===== src/rtl/bcc_pkg.sv =====
// Shared types, widths and codes for the brick crop and cull block.
package bcc_pkg;

  localparam int COORD_W  = 32;
  localparam int DIM_W    = 9;
  localparam int LEVEL_W  = 4;
  localparam int BPV_W    = 4;
  localparam int IDX_W    = 16;
  localparam int OFFS_W   = 48;
  localparam int CFG_IDX_W = 3;
  localparam int EXT_W    = COORD_W + 2;                     // coord plus extent, no wrap
  localparam int SPAN_W   = DIM_W + (1 << LEVEL_W) - 1;      // dim << level
  localparam int VOL_W    = 3 * DIM_W + BPV_W;               // dx*dy*dz*bpv
  localparam int MUL_A_W  = 3 * DIM_W;
  localparam int MUL_B_W  = DIM_W;
  localparam int MUL_P_W  = MUL_A_W + MUL_B_W;

  // Configuration register indexes
  localparam logic [CFG_IDX_W-1:0] CFG_CROP_FIRST_X = 3'd0;
  localparam logic [CFG_IDX_W-1:0] CFG_CROP_FIRST_Y = 3'd1;
  localparam logic [CFG_IDX_W-1:0] CFG_CROP_FIRST_Z = 3'd2;
  localparam logic [CFG_IDX_W-1:0] CFG_CROP_LAST_X  = 3'd3;
  localparam logic [CFG_IDX_W-1:0] CFG_CROP_LAST_Y  = 3'd4;
  localparam logic [CFG_IDX_W-1:0] CFG_CROP_LAST_Z  = 3'd5;
  localparam logic [CFG_IDX_W-1:0] CFG_BYTES_PER_VOXEL = 3'd6;

  localparam logic [1:0] AXIS_X = 2'd0;
  localparam logic [1:0] AXIS_Y = 2'd1;
  localparam logic [1:0] AXIS_Z = 2'd2;

  typedef enum logic [1:0] {
    S_IDLE,
    S_AXIS,
    S_MUL,
    S_DONE
  } bcc_state_t;

  typedef enum logic {
    OP_OVLP,
    OP_MUL
  } bcc_op_t;

  typedef struct packed {
    bcc_op_t                    op;
    logic signed [COORD_W-1:0]  lower;
    logic [DIM_W-1:0]           dim;
    logic [LEVEL_W-1:0]         level;
    logic signed [COORD_W-1:0]  first;
    logic signed [COORD_W-1:0]  last;
    logic [MUL_A_W-1:0]         mul_a;
    logic [MUL_B_W-1:0]         mul_b;
  } bcc_alu_req_t;

  typedef struct packed {
    logic                       overlap;
    logic [COORD_W-1:0]         diff;
    logic [MUL_P_W-1:0]         prod;
  } bcc_alu_rsp_t;

endpackage


===== src/rtl/bcc_alu.sv =====
// Shared arithmetic unit: one-axis overlap test with corner shift, or one multiply step.
module bcc_alu (
  input  bcc_pkg::bcc_alu_req_t req,
  output bcc_pkg::bcc_alu_rsp_t rsp
);

  logic [bcc_pkg::SPAN_W-1:0]       span;
  logic signed [bcc_pkg::EXT_W-1:0] lo_e;
  logic signed [bcc_pkg::EXT_W-1:0] hi_e;
  logic signed [bcc_pkg::EXT_W-1:0] f_e;
  logic signed [bcc_pkg::EXT_W-1:0] l_e;

  always_comb begin
    span = {{(bcc_pkg::SPAN_W-bcc_pkg::DIM_W){1'b0}}, req.dim} << req.level;
    lo_e = {{(bcc_pkg::EXT_W-bcc_pkg::COORD_W){req.lower[bcc_pkg::COORD_W-1]}}, req.lower};
    f_e  = {{(bcc_pkg::EXT_W-bcc_pkg::COORD_W){req.first[bcc_pkg::COORD_W-1]}}, req.first};
    l_e  = {{(bcc_pkg::EXT_W-bcc_pkg::COORD_W){req.last[bcc_pkg::COORD_W-1]}}, req.last};
    hi_e = lo_e + $signed({{(bcc_pkg::EXT_W-bcc_pkg::SPAN_W){1'b0}}, span});

    rsp.overlap = 1'b0;
    rsp.diff    = '0;
    rsp.prod    = '0;
    unique case (req.op)
      bcc_pkg::OP_OVLP: begin
        // min(hi, last) > max(lower, first)
        rsp.overlap = (hi_e > lo_e) && (hi_e > f_e) && (l_e > lo_e) && (l_e > f_e);
        rsp.diff    = req.lower - req.first;
      end
      bcc_pkg::OP_MUL: begin
        rsp.prod = {{bcc_pkg::MUL_B_W{1'b0}}, req.mul_a} *
                   {{bcc_pkg::MUL_A_W{1'b0}}, req.mul_b};
      end
      default: ;
    endcase
  end

endmodule


===== src/rtl/brick_crop_cull_top.sv =====
// Brick crop and cull: top level with sequencer, configuration registers and offset state.
// One brick is taken at a time. After acceptance a sequencer drives one shared arithmetic
// unit: it tests the x, y and z axes in turn against the crop box (stopping at the first
// empty axis), then multiplies dx*dy, then *dz, then *bytes_per_voxel, and a done state
// posts the result of a kept brick and adds the volume to the running byte offset. The
// block is ready again when it returns to idle after the done state.
// The result sits in an output register, so the next brick is accepted while it waits;
// the posting cycle stalls only if the previous result has not yet been taken.
module brick_crop_cull_top (
  input  logic                                 clk,
  input  logic                                 rst_n,
  input  logic                                 cfg_wr_en,
  input  logic [bcc_pkg::CFG_IDX_W-1:0]        cfg_index,
  input  logic [bcc_pkg::COORD_W-1:0]          cfg_data,
  input  logic                                 in_valid,
  output logic                                 in_ready,
  input  logic                                 in_first_brick,
  input  logic signed [bcc_pkg::COORD_W-1:0]   in_brick_lower_x,
  input  logic signed [bcc_pkg::COORD_W-1:0]   in_brick_lower_y,
  input  logic signed [bcc_pkg::COORD_W-1:0]   in_brick_lower_z,
  input  logic [bcc_pkg::DIM_W-1:0]            in_brick_dim_x,
  input  logic [bcc_pkg::DIM_W-1:0]            in_brick_dim_y,
  input  logic [bcc_pkg::DIM_W-1:0]            in_brick_dim_z,
  input  logic [bcc_pkg::LEVEL_W-1:0]          in_brick_level,
  input  logic [bcc_pkg::IDX_W-1:0]            in_brick_index,
  output logic                                 out_valid,
  input  logic                                 out_ready,
  output logic signed [bcc_pkg::COORD_W-1:0]   out_lower_x,
  output logic signed [bcc_pkg::COORD_W-1:0]   out_lower_y,
  output logic signed [bcc_pkg::COORD_W-1:0]   out_lower_z,
  output logic [bcc_pkg::DIM_W-1:0]            out_dim_x,
  output logic [bcc_pkg::DIM_W-1:0]            out_dim_y,
  output logic [bcc_pkg::DIM_W-1:0]            out_dim_z,
  output logic [bcc_pkg::LEVEL_W-1:0]          out_level,
  output logic [bcc_pkg::OFFS_W-1:0]           out_byte_offset,
  output logic [bcc_pkg::IDX_W-1:0]            out_source_index
);

  // configuration
  logic signed [bcc_pkg::COORD_W-1:0] crop_first_x_r, crop_first_y_r, crop_first_z_r;
  logic signed [bcc_pkg::COORD_W-1:0] crop_last_x_r, crop_last_y_r, crop_last_z_r;
  logic [bcc_pkg::BPV_W-1:0]          bpv_r;

  // control
  bcc_pkg::bcc_state_t state_r, state_nxt;
  logic [1:0]          step_r, step_nxt;
  logic                keep_r, keep_nxt;
  logic                out_valid_r, out_valid_nxt;
  logic [bcc_pkg::OFFS_W-1:0] offset_r, offset_nxt;

  // latched brick
  logic signed [bcc_pkg::COORD_W-1:0] lower_r [3];
  logic [bcc_pkg::DIM_W-1:0]          dim_r [3];
  logic [bcc_pkg::LEVEL_W-1:0]        level_r;
  logic [bcc_pkg::IDX_W-1:0]          index_r;
  logic [bcc_pkg::COORD_W-1:0]        diff_r [3];
  logic [bcc_pkg::VOL_W-1:0]          vol_r, vol_nxt;

  // output register
  logic [bcc_pkg::COORD_W-1:0] o_lower_r [3];
  logic [bcc_pkg::DIM_W-1:0]   o_dim_r [3];
  logic [bcc_pkg::LEVEL_W-1:0] o_level_r;
  logic [bcc_pkg::OFFS_W-1:0]  o_offset_r;
  logic [bcc_pkg::IDX_W-1:0]   o_index_r;

  bcc_pkg::bcc_alu_req_t alu_req;
  bcc_pkg::bcc_alu_rsp_t alu_rsp;

  logic in_fire;
  logic post;

  bcc_alu u_alu (
    .req (alu_req),
    .rsp (alu_rsp)
  );

  assign in_ready = (state_r == bcc_pkg::S_IDLE);
  assign in_fire  = in_valid && in_ready;

  // configuration writes
  always_ff @(posedge clk) begin
    if (!rst_n) begin
      crop_first_x_r <= '0;
      crop_first_y_r <= '0;
      crop_first_z_r <= '0;
      crop_last_x_r  <= '0;
      crop_last_y_r  <= '0;
      crop_last_z_r  <= '0;
      bpv_r          <= bcc_pkg::BPV_W'(1);
    end else if (cfg_wr_en) begin
      unique case (cfg_index)
        bcc_pkg::CFG_CROP_FIRST_X:    crop_first_x_r <= cfg_data;
        bcc_pkg::CFG_CROP_FIRST_Y:    crop_first_y_r <= cfg_data;
        bcc_pkg::CFG_CROP_FIRST_Z:    crop_first_z_r <= cfg_data;
        bcc_pkg::CFG_CROP_LAST_X:     crop_last_x_r  <= cfg_data;
        bcc_pkg::CFG_CROP_LAST_Y:     crop_last_y_r  <= cfg_data;
        bcc_pkg::CFG_CROP_LAST_Z:     crop_last_z_r  <= cfg_data;
        bcc_pkg::CFG_BYTES_PER_VOXEL: bpv_r <= cfg_data[bcc_pkg::BPV_W-1:0];
        default: ;
      endcase
    end
  end

  // shared unit operand select
  always_comb begin
    alu_req       = '0;
    alu_req.level = level_r;
    if (state_r == bcc_pkg::S_MUL) begin
      alu_req.op = bcc_pkg::OP_MUL;
      unique case (step_r)
        2'd0: begin
          alu_req.mul_a = {{(bcc_pkg::MUL_A_W-bcc_pkg::DIM_W){1'b0}}, dim_r[0]};
          alu_req.mul_b = dim_r[1];
        end
        2'd1: begin
          alu_req.mul_a = vol_r[bcc_pkg::MUL_A_W-1:0];
          alu_req.mul_b = dim_r[2];
        end
        default: begin
          alu_req.mul_a = vol_r[bcc_pkg::MUL_A_W-1:0];
          alu_req.mul_b = {{(bcc_pkg::MUL_B_W-bcc_pkg::BPV_W){1'b0}}, bpv_r};
        end
      endcase
    end else begin
      alu_req.op = bcc_pkg::OP_OVLP;
      unique case (step_r)
        bcc_pkg::AXIS_X: begin
          alu_req.lower = lower_r[0];
          alu_req.dim   = dim_r[0];
          alu_req.first = crop_first_x_r;
          alu_req.last  = crop_last_x_r;
        end
        bcc_pkg::AXIS_Y: begin
          alu_req.lower = lower_r[1];
          alu_req.dim   = dim_r[1];
          alu_req.first = crop_first_y_r;
          alu_req.last  = crop_last_y_r;
        end
        default: begin
          alu_req.lower = lower_r[2];
          alu_req.dim   = dim_r[2];
          alu_req.first = crop_first_z_r;
          alu_req.last  = crop_last_z_r;
        end
      endcase
    end
  end

  // sequencer
  always_comb begin
    state_nxt     = state_r;
    step_nxt      = step_r;
    keep_nxt      = keep_r;
    vol_nxt       = vol_r;
    offset_nxt    = offset_r;
    out_valid_nxt = out_valid_r && !out_ready;
    post          = 1'b0;
    unique case (state_r)
      bcc_pkg::S_IDLE: begin
        if (in_fire) begin
          state_nxt = bcc_pkg::S_AXIS;
          step_nxt  = bcc_pkg::AXIS_X;
          keep_nxt  = 1'b1;
          if (in_first_brick) begin
            offset_nxt = '0;
          end
        end
      end
      bcc_pkg::S_AXIS: begin
        if (!alu_rsp.overlap) begin
          keep_nxt  = 1'b0;
          state_nxt = bcc_pkg::S_DONE;
        end else if (step_r == bcc_pkg::AXIS_Z) begin
          state_nxt = bcc_pkg::S_MUL;
          step_nxt  = 2'd0;
        end else begin
          step_nxt = step_r + 2'd1;
        end
      end
      bcc_pkg::S_MUL: begin
        vol_nxt = alu_rsp.prod[bcc_pkg::VOL_W-1:0];
        if (step_r == 2'd2) begin
          state_nxt = bcc_pkg::S_DONE;
        end else begin
          step_nxt = step_r + 2'd1;
        end
      end
      bcc_pkg::S_DONE: begin
        if (!keep_r) begin
          state_nxt = bcc_pkg::S_IDLE;
        end else if (!out_valid_r || out_ready) begin
          post          = 1'b1;
          out_valid_nxt = 1'b1;
          offset_nxt    = offset_r +
                          {{(bcc_pkg::OFFS_W-bcc_pkg::VOL_W){1'b0}}, vol_r};
          state_nxt     = bcc_pkg::S_IDLE;
        end
      end
      default: state_nxt = bcc_pkg::S_IDLE;
    endcase
  end

  always_ff @(posedge clk) begin
    if (!rst_n) begin
      state_r     <= bcc_pkg::S_IDLE;
      step_r      <= '0;
      keep_r      <= 1'b0;
      out_valid_r <= 1'b0;
      offset_r    <= '0;
    end else begin
      state_r     <= state_nxt;
      step_r      <= step_nxt;
      keep_r      <= keep_nxt;
      out_valid_r <= out_valid_nxt;
      offset_r    <= offset_nxt;
    end
  end

  // datapath registers
  always_ff @(posedge clk) begin
    vol_r <= vol_nxt;
    if (in_fire) begin
      lower_r[0] <= in_brick_lower_x;
      lower_r[1] <= in_brick_lower_y;
      lower_r[2] <= in_brick_lower_z;
      dim_r[0]   <= in_brick_dim_x;
      dim_r[1]   <= in_brick_dim_y;
      dim_r[2]   <= in_brick_dim_z;
      level_r    <= in_brick_level;
      index_r    <= in_brick_index;
    end
    if (state_r == bcc_pkg::S_AXIS) begin
      unique case (step_r)
        bcc_pkg::AXIS_X: diff_r[0] <= alu_rsp.diff;
        bcc_pkg::AXIS_Y: diff_r[1] <= alu_rsp.diff;
        default:         diff_r[2] <= alu_rsp.diff;
      endcase
    end
    if (post) begin
      o_lower_r[0] <= diff_r[0];
      o_lower_r[1] <= diff_r[1];
      o_lower_r[2] <= diff_r[2];
      o_dim_r[0]   <= dim_r[0];
      o_dim_r[1]   <= dim_r[1];
      o_dim_r[2]   <= dim_r[2];
      o_level_r    <= level_r;
      o_offset_r   <= offset_r;
      o_index_r    <= index_r;
    end
  end

  assign out_valid        = out_valid_r;
  assign out_lower_x      = o_lower_r[0];
  assign out_lower_y      = o_lower_r[1];
  assign out_lower_z      = o_lower_r[2];
  assign out_dim_x        = o_dim_r[0];
  assign out_dim_y        = o_dim_r[1];
  assign out_dim_z        = o_dim_r[2];
  assign out_level        = o_level_r;
  assign out_byte_offset  = o_offset_r;
  assign out_source_index = o_index_r;

endmodule


===== config.mk =====
export PLATFORM = sky130hd
export DESIGN_NAME = brick_crop_cull_top
export DESIGN_NICKNAME = d
export VERILOG_FILES = /design/src/rtl/bcc_pkg.sv /design/src/rtl/bcc_alu.sv /design/src/rtl/brick_crop_cull_top.sv
export SDC_FILE = /design/constraint.sdc
export NUM_CORES = 2
export LEC_CHECK = 0
export BUFFER_PORTS_ARGS = -buffer_cell sky130_fd_sc_hd__buf_4
export CAP_MARGIN = 20
export CORE_ASPECT_RATIO = 1.2
export CORE_UTILIZATION = 55
export CTS_CLUSTER_SIZE = 30
export DETAILED_ROUTE_END_ITERATION = 10
export GPL_ROUTABILITY_DRIVEN = 0
export MAX_ROUTING_LAYER = met4
export PLACE_DENSITY = 0.87
export SLEW_MARGIN = 20
export SYNTH_ARGS = -nofsm -noshare
export SYNTH_HDL_FRONTEND = slang
export SYNTH_SLANG_ARGS = --single-unit

===== constraint.sdc =====
create_clock -name clk -period 9.5 [get_ports clk]
set_input_delay 0.95 -clock clk [delete_from_list [all_inputs] [get_ports clk]]
set_output_delay 0.95 -clock clk [all_outputs]
set_load 0.05 [all_outputs]

== After elaboration in Yosys (flattened, before gate mapping) ==
Memories as Yosys holds them, arrays and structs flattened.
Cells that the tools add are included.

* Register bits after elaboration: 369
* Memory bits (writable): 342
* Bits of input ports: 184
* Logic and storage cells: 135
* Memories kept: 5

{| class="wikitable"
|+ Memories
! name !! words !! bits a word !! read ports !! clocked after memory_dff !! wr ports !! RTL line !! RTL
|-
| diff_r || 3 || 32 || 3 || 0 || 1 || brick_crop_cull_top.sv:56 || <nowiki>logic [bcc_pkg::COORD_W-1:0] diff_r [3];</nowiki>
|-
| lower_r || 3 || 32 || 3 || 0 || 3 || brick_crop_cull_top.sv:52 || <nowiki>logic signed [bcc_pkg::COORD_W-1:0] lower_r [3];</nowiki>
|-
| o_lower_r || 3 || 32 || 3 || 0 || 3 || brick_crop_cull_top.sv:60 || <nowiki>logic [bcc_pkg::COORD_W-1:0] o_lower_r [3];</nowiki>
|-
| dim_r || 3 || 9 || 3 || 0 || 3 || brick_crop_cull_top.sv:53 || <nowiki>logic [bcc_pkg::DIM_W-1:0] dim_r [3];</nowiki>
|-
| o_dim_r || 3 || 9 || 3 || 0 || 3 || brick_crop_cull_top.sv:61 || <nowiki>logic [bcc_pkg::DIM_W-1:0] o_dim_r [3];</nowiki>
|}

* $add $sub $neg: 4
* Multipliers: 1
* Order comparisons: 4
* Equal/unequal tests: 21
* Shift-type cells: 1
* Mux-type cells: 53
* Reductions and logical operators: 28

{| class="wikitable"
|+ Operators by type and width
! kind !! count
|-
| 2-to-1 mux 48 bit || 4
|-
| case mux 64 bit (2 select lines) || 1
|-
| case mux 48 bit (2 select lines) || 1
|-
| case mux 41 bit (2 select lines) || 1
|-
| case mux 36 bit (2 select lines) || 1
|-
| > comparator 33 x 32 -> 1 bit || 2
|-
| > comparator 32 bit || 2
|-
| 2-to-1 mux 32 bit || 2
|-
| 2-to-1 mux 64 bit || 1
|-
| OR reduction 32 bit || 2
|-
| adder 48 x 31 -> 48 bit || 1
|-
| 2-to-1 mux 41 bit || 1
|-
| 2-to-1 mux 36 bit || 1
|-
| adder 32 x 25 -> 33 bit || 1
|-
| 2-to-1 mux 33 bit || 1
|-
| subtractor 32 bit || 1
|-
| multiplier 27 x 9 -> 31 bit || 1
|-
| 2-to-1 mux 1 bit || 24
|-
| 2-to-1 mux 2 bit || 12
|-
| << shifter 9 x 4 -> 24 bit || 1
|-
| AND reduction 2 bit || 7
|-
| inequality test 2 bit (second input constant) || 5
|-
| == test 3 bit (second input constant) || 3
|-
| case mux 2 bit (4 select lines) || 1
|-
| other kinds (20) || 35
|}

== Logic depth before layout (Yosys ltp) ==
* Depth after elaboration: 12
* Mapped depth: 36
* Gate-level depth less buffers: 33

== By module ==
A second synthesis with hierarchy kept.

* Cells, all modules: 4037
* Area total of the unflattened synthesis: 41194.5 um2

{| class="wikitable"
|+ By module, submodules not included
! module !! times used !! cells each !! area each (um2) !! seq. area each (um2)
|-
| brick_crop_cull_top || 1 || 2275 || 27452.6 || 18848.1
|-
| bcc_alu || 1 || 1762 || 13741.9 || 0.0
|}

== Least setup slack after synthesis ==
OpenSTA, ideal clock, no wires.

* Path type: input port to flip-flop
* From: input out_ready
* To: memory o_dim_r[0][0] in the netlist's numbering, enable pin
* Library setup time: 0.767 ns
* Data arrival time: 9.478 ns
* Required time: 8.733 ns
* Setup slack: -0.745 ns
* Stages: 2
* Path buffers: 0
* Path through: nand2b_1 > nor2b_1

{| class="wikitable"
|+ RTL lines
! element !! RTL line !! RTL
|-
| start, declared || brick_crop_cull_top.sv:27 || <nowiki>input logic out_ready,</nowiki>
|-
| end, declared || brick_crop_cull_top.sv:61 ||
|}

== Worst setup path after layout ==
* From: register step_r[1]
* To: register vol_r[30] in the netlist's numbering, data pin

* Longest elaborated chain between the ends: 4
* Elaborated cells between the ends (all ways): 5
* Classes of those cells: mul: 1; eq/ne: 1; mux: 2; reduce/logical: 1

{| class="wikitable"
|+ RTL lines
! element !! RTL line !! RTL
|-
| start, declared || brick_crop_cull_top.sv:46 || <nowiki>logic [1:0] step_r, step_nxt;</nowiki>
|-
| start signal, assigned || brick_crop_cull_top.sv:212 || <nowiki>step_r <= step_nxt;</nowiki>
|-
| == test 2 x 1 -> 1 bit / zero test 2 bit (equally long branches) || brick_crop_cull_top.sv:110 || <nowiki>unique case (step_r)</nowiki>
|-
| case mux 36 bit (2 select lines) (*) || brick_crop_cull_top.sv:110 ||
|-
| 2-to-1 mux 36 bit (*) || brick_crop_cull_top.sv:108 || <nowiki>if (state_r == bcc_pkg::S_MUL) begin</nowiki>
|-
| multiplier 27 x 9 -> 31 bit (*) || bcc_alu.sv:30 || <nowiki>rsp.prod = {{bcc_pkg::MUL_B_W{1'b0}}, req.mul_a} *</nowiki>
|-
| end signal, assigned || brick_crop_cull_top.sv:221 || <nowiki>vol_r <= vol_nxt;</nowiki>
|-
| end, declared || brick_crop_cull_top.sv:57 || <nowiki>logic [bcc_pkg::VOL_W-1:0] vol_r, vol_nxt;</nowiki>
|}

Mark *: on every way between the ends. The rest lies on a longest branch, timed or not.
A chain may end at the register's enable or synchronous reset.

==> metrics.yaml <==
status: "finished with violations"
failed_checks: "DRC"
synthesis.area_mm2: 0.03958
cts_setup_buffers: 0
row_count: 107
die_h_um: 295.9
clock_path_buffers: 3
num_vias: 31550
cp_max_fo: 38
critPathTopFamily: "compound AO/OA/AOI/OAI gates"
syn_avg_cell_area_um2: 10.08
grt_pass1_vias: 30770
setup_violations: 0
worst-path-buf-inv: 3
ctsRootBufferMaster: "clkbuf_16"
vias_per_cell: 6.053
path_cells: "inv_1 -> ha_4 -> nand2b_1 -> nand2_1 -> a21oi_1 -> nand2_1 -> fa_1 -> fa_1 -> inv_1 -> ha_1 -> inv_1 -> fa_1 -> fa_1 -> nor2b_1 -> o21ai_0 -> a21boi_0 -> o211ai_1 -> a2111oi_0 -> o21bai_1 -> a2111oi_0 -> nor2_1 -> a21oi_1 -> mux2_2"
clock_skew_ns: 0.04490
startpoint_type: "register"
synthArstFlopShare: 0
die_w_um: 246.9
yosysMostFrequentCell: "nand2_1"
grt_max_degree: 192
cts_buffers: 70
fin_crit_ns: 8.501
fin_tns_setup_ns: 0
antenna_left: 0
antenna_found_initial: 2
power.density_mw_per_mm2: 288.4
synthCells: 3928
rrSetupSlack_ns: 1.0
ys_top_cells_by_area: "edfxtp_1, dfxtp_1, fa_1"
required_ns: 9.89
worst_slew_pin_slew_ns: 1.107
gr-total-overflow: 0
final_util: 0.6419
crit_arrival_ns: 8.89
wl_um: 110500
cts_sinks: 711
slew_headroom: 0.2618
synth_top_area_share: 0.3498
grt_first_pass_wirelength_um: 169200
postCtsHoldBufs: 0
cts_tree: "yes"
clk_pin_slew_ns: 0.07
finalMaxSlewViolations: 0
htree_num_levels: 3
power.total_mw: 13.16
synth_flop_cell: "edfxtp_1"
yosys_warnings: 0
n_fill_cell: 5335
crit_top_cell: "fa_1"
drcViolationCount: 57
clk-insertion-delay-late_ns: 0.66
synth_cell_type_count: 88
yosysSeqAreaShare: 0.4762
dr.pass1.iters: 9
core_area_mm2: 0.07109
wl_per_cell_um: 21.20
vdd_drop_max_mv: 0.2018
start_util: 0.5568
min_period_over_period: 0.8948
drv_cap: 0
nNetsFinal: 4840
fmaxAchievable_mhz: 117.6
cts_resized: 0
io_buffer_count: 376
crit_path_end_kind: "register"
drive_gt1_frac: 0.1361
syn_nets: 4540
ys_ff_latch: 711
ioPinCount: 377
critical_path.max_stage_delay_ns: 0.74
slowest_stage: "nand2b_1"
synth.largest_area_cell: "edfxtp_1"
drt-initial-drc-count: 3370
syn2layout_area_growth_pct: 15.28
dp_hpwl_um: 80470
hold_path_class: "register to register"
p_leak_nw: 18.71
rsz0062_at_grt: "false"
synthTopCellsByCount: "nand2_1, edfxtp_1, a21oi_1"
path_class: "register to register"
synth_edf_count: 461
dieArea_mm2: 0.07305
timing.final.hold_violations: 0
grt_usage: 0.3098
## registers in the layout, indices dropped and copies added, names as in the netlist, 31 cells and up
signal,count
diff_r,96
crop_last_y_r,32
crop_last_z_r,32
o_lower_r,96
crop_first_z_r,32
lower_r,96
vol_r,31
crop_first_x_r,32
crop_first_y_r,32
crop_last_x_r,32
offset_r,48
out_byte_offset,48
## path summary, 6_finish.rpt
path / from / end / depth (start not counted)
min reg2reg: diff_r[0][86] / o_lower_r[0][86] / 0
max: step_r[1] / vol_r[30] / 23
max reg2reg: step_r[1] / vol_r[30] / 23
min: diff_r[0][86] / o_lower_r[0][86] / 0
## power breakdown
part | leakage [nW] | internal [mW] | switching [mW] | total, mW
logic | 11.4 | 2.11 | 4.08 | 6.18
clock network | 1.13 | 1.59 | 1.22 | 2.81
registers | 6.20 | 3.97 | 0.201 | 4.17
total | 18.7 | 7.66 | 5.49 | 13.2
## metal layers
layer  part of all wire  GRT usage
met2               0.47     0.4920
met5                  0          -
met1               0.37     0.3699
met3               0.11    0.07231
met4              0.055     0.1531
## worst register-to-register path, stage by stage (launching register included)
cell and delay (ns):
dfxtp_1 0.34, inv_1 0.17, ha_4 0.45, nand2b_1 0.75, nand2_1 0.12, a21oi_1 0.62
nand2_1 0.17, fa_1 0.55, fa_1 0.52, inv_1 0.04, ha_1 0.26, inv_1 0.05
fa_1 0.53, fa_1 0.48, nor2b_1 0.18, o21ai_0 0.13, a21boi_0 0.31, o211ai_1 0.21
a2111oi_0 0.74, o21bai_1 0.33, a2111oi_0 0.61, nor2_1 0.13, a21oi_1 0.19, mux2_2 0.35
## per-stage QoR
| stage | hold WS (ns) | setup WS, ns | instances | instance area (um2) |
|---|---|---|---|---|
| after floorplan | 0.4003 | 1.790 | 3928 | 39580 |
| after global placement | 0.4011 | 1.552 | 5079 | 43220 |
| after detailed placement | 0.4045 | 1.231 | 5079 | 43220 |
| after CTS | 0.4173 | 1.272 | 5208 | 45560 |
| after global routing | 0.4200 | 0.3779 | 5213 | 45630 |
| final | 0.4140 | 0.9991 | 5213 | 45630 |
## logic make-up after synthesis
| logic type | Yosys count | share of synthesized area |
|---|---|---|
| AOI/OAI and AO/OA | 830 | 0.1323 |
| xor gates and xnor gates | 121 | 0.02677 |
| adders and majority gates | 428 | 0.1677 |
| buffers and inverters | 381 | 0.03648 |
| DFF | 711 | 0.4762 |
| muxes | 27 | 0.006986 |
| and+or+nand+nor | 1430 | 0.1535 |
## final cells by class
| type | count | area [um2] | share of cell area |
|---|---|---|---|
| antenna | 2 | 5.005 | 0.0001097 |
| clock buffer | 93 | 1961 | 0.04297 |
| clock inverter | 36 | 375.4 | 0.008226 |
| inverter | 201 | 759.5 | 0.01664 |
| multi-input combinational | 2836 | 19410 | 0.4253 |
| sequential | 711 | 18850 | 0.4131 |
| tap | 926 | 1159 | 0.02539 |
| timing repair buffer | 408 | 3115 | 0.06828 |
## placed cells by master (no fill, tap or decap), types with 38 or more instances in the layout
cell / instances
nand2_1: 888
edfxtp_1: 461
buf_4: 404
a21oi_1: 381
ha_1: 254
dfxtp_1: 250
nor2_1: 235
inv_1: 197
fa_1: 171
a22oi_1: 116
o21ai_0: 81
xnor2_1: 74
clkbuf_16: 72
a21o_1: 65
nand3_1: 56
xor2_1: 47
and3_1: 38
Note: power is estimated with default switching activity, not from simulation.
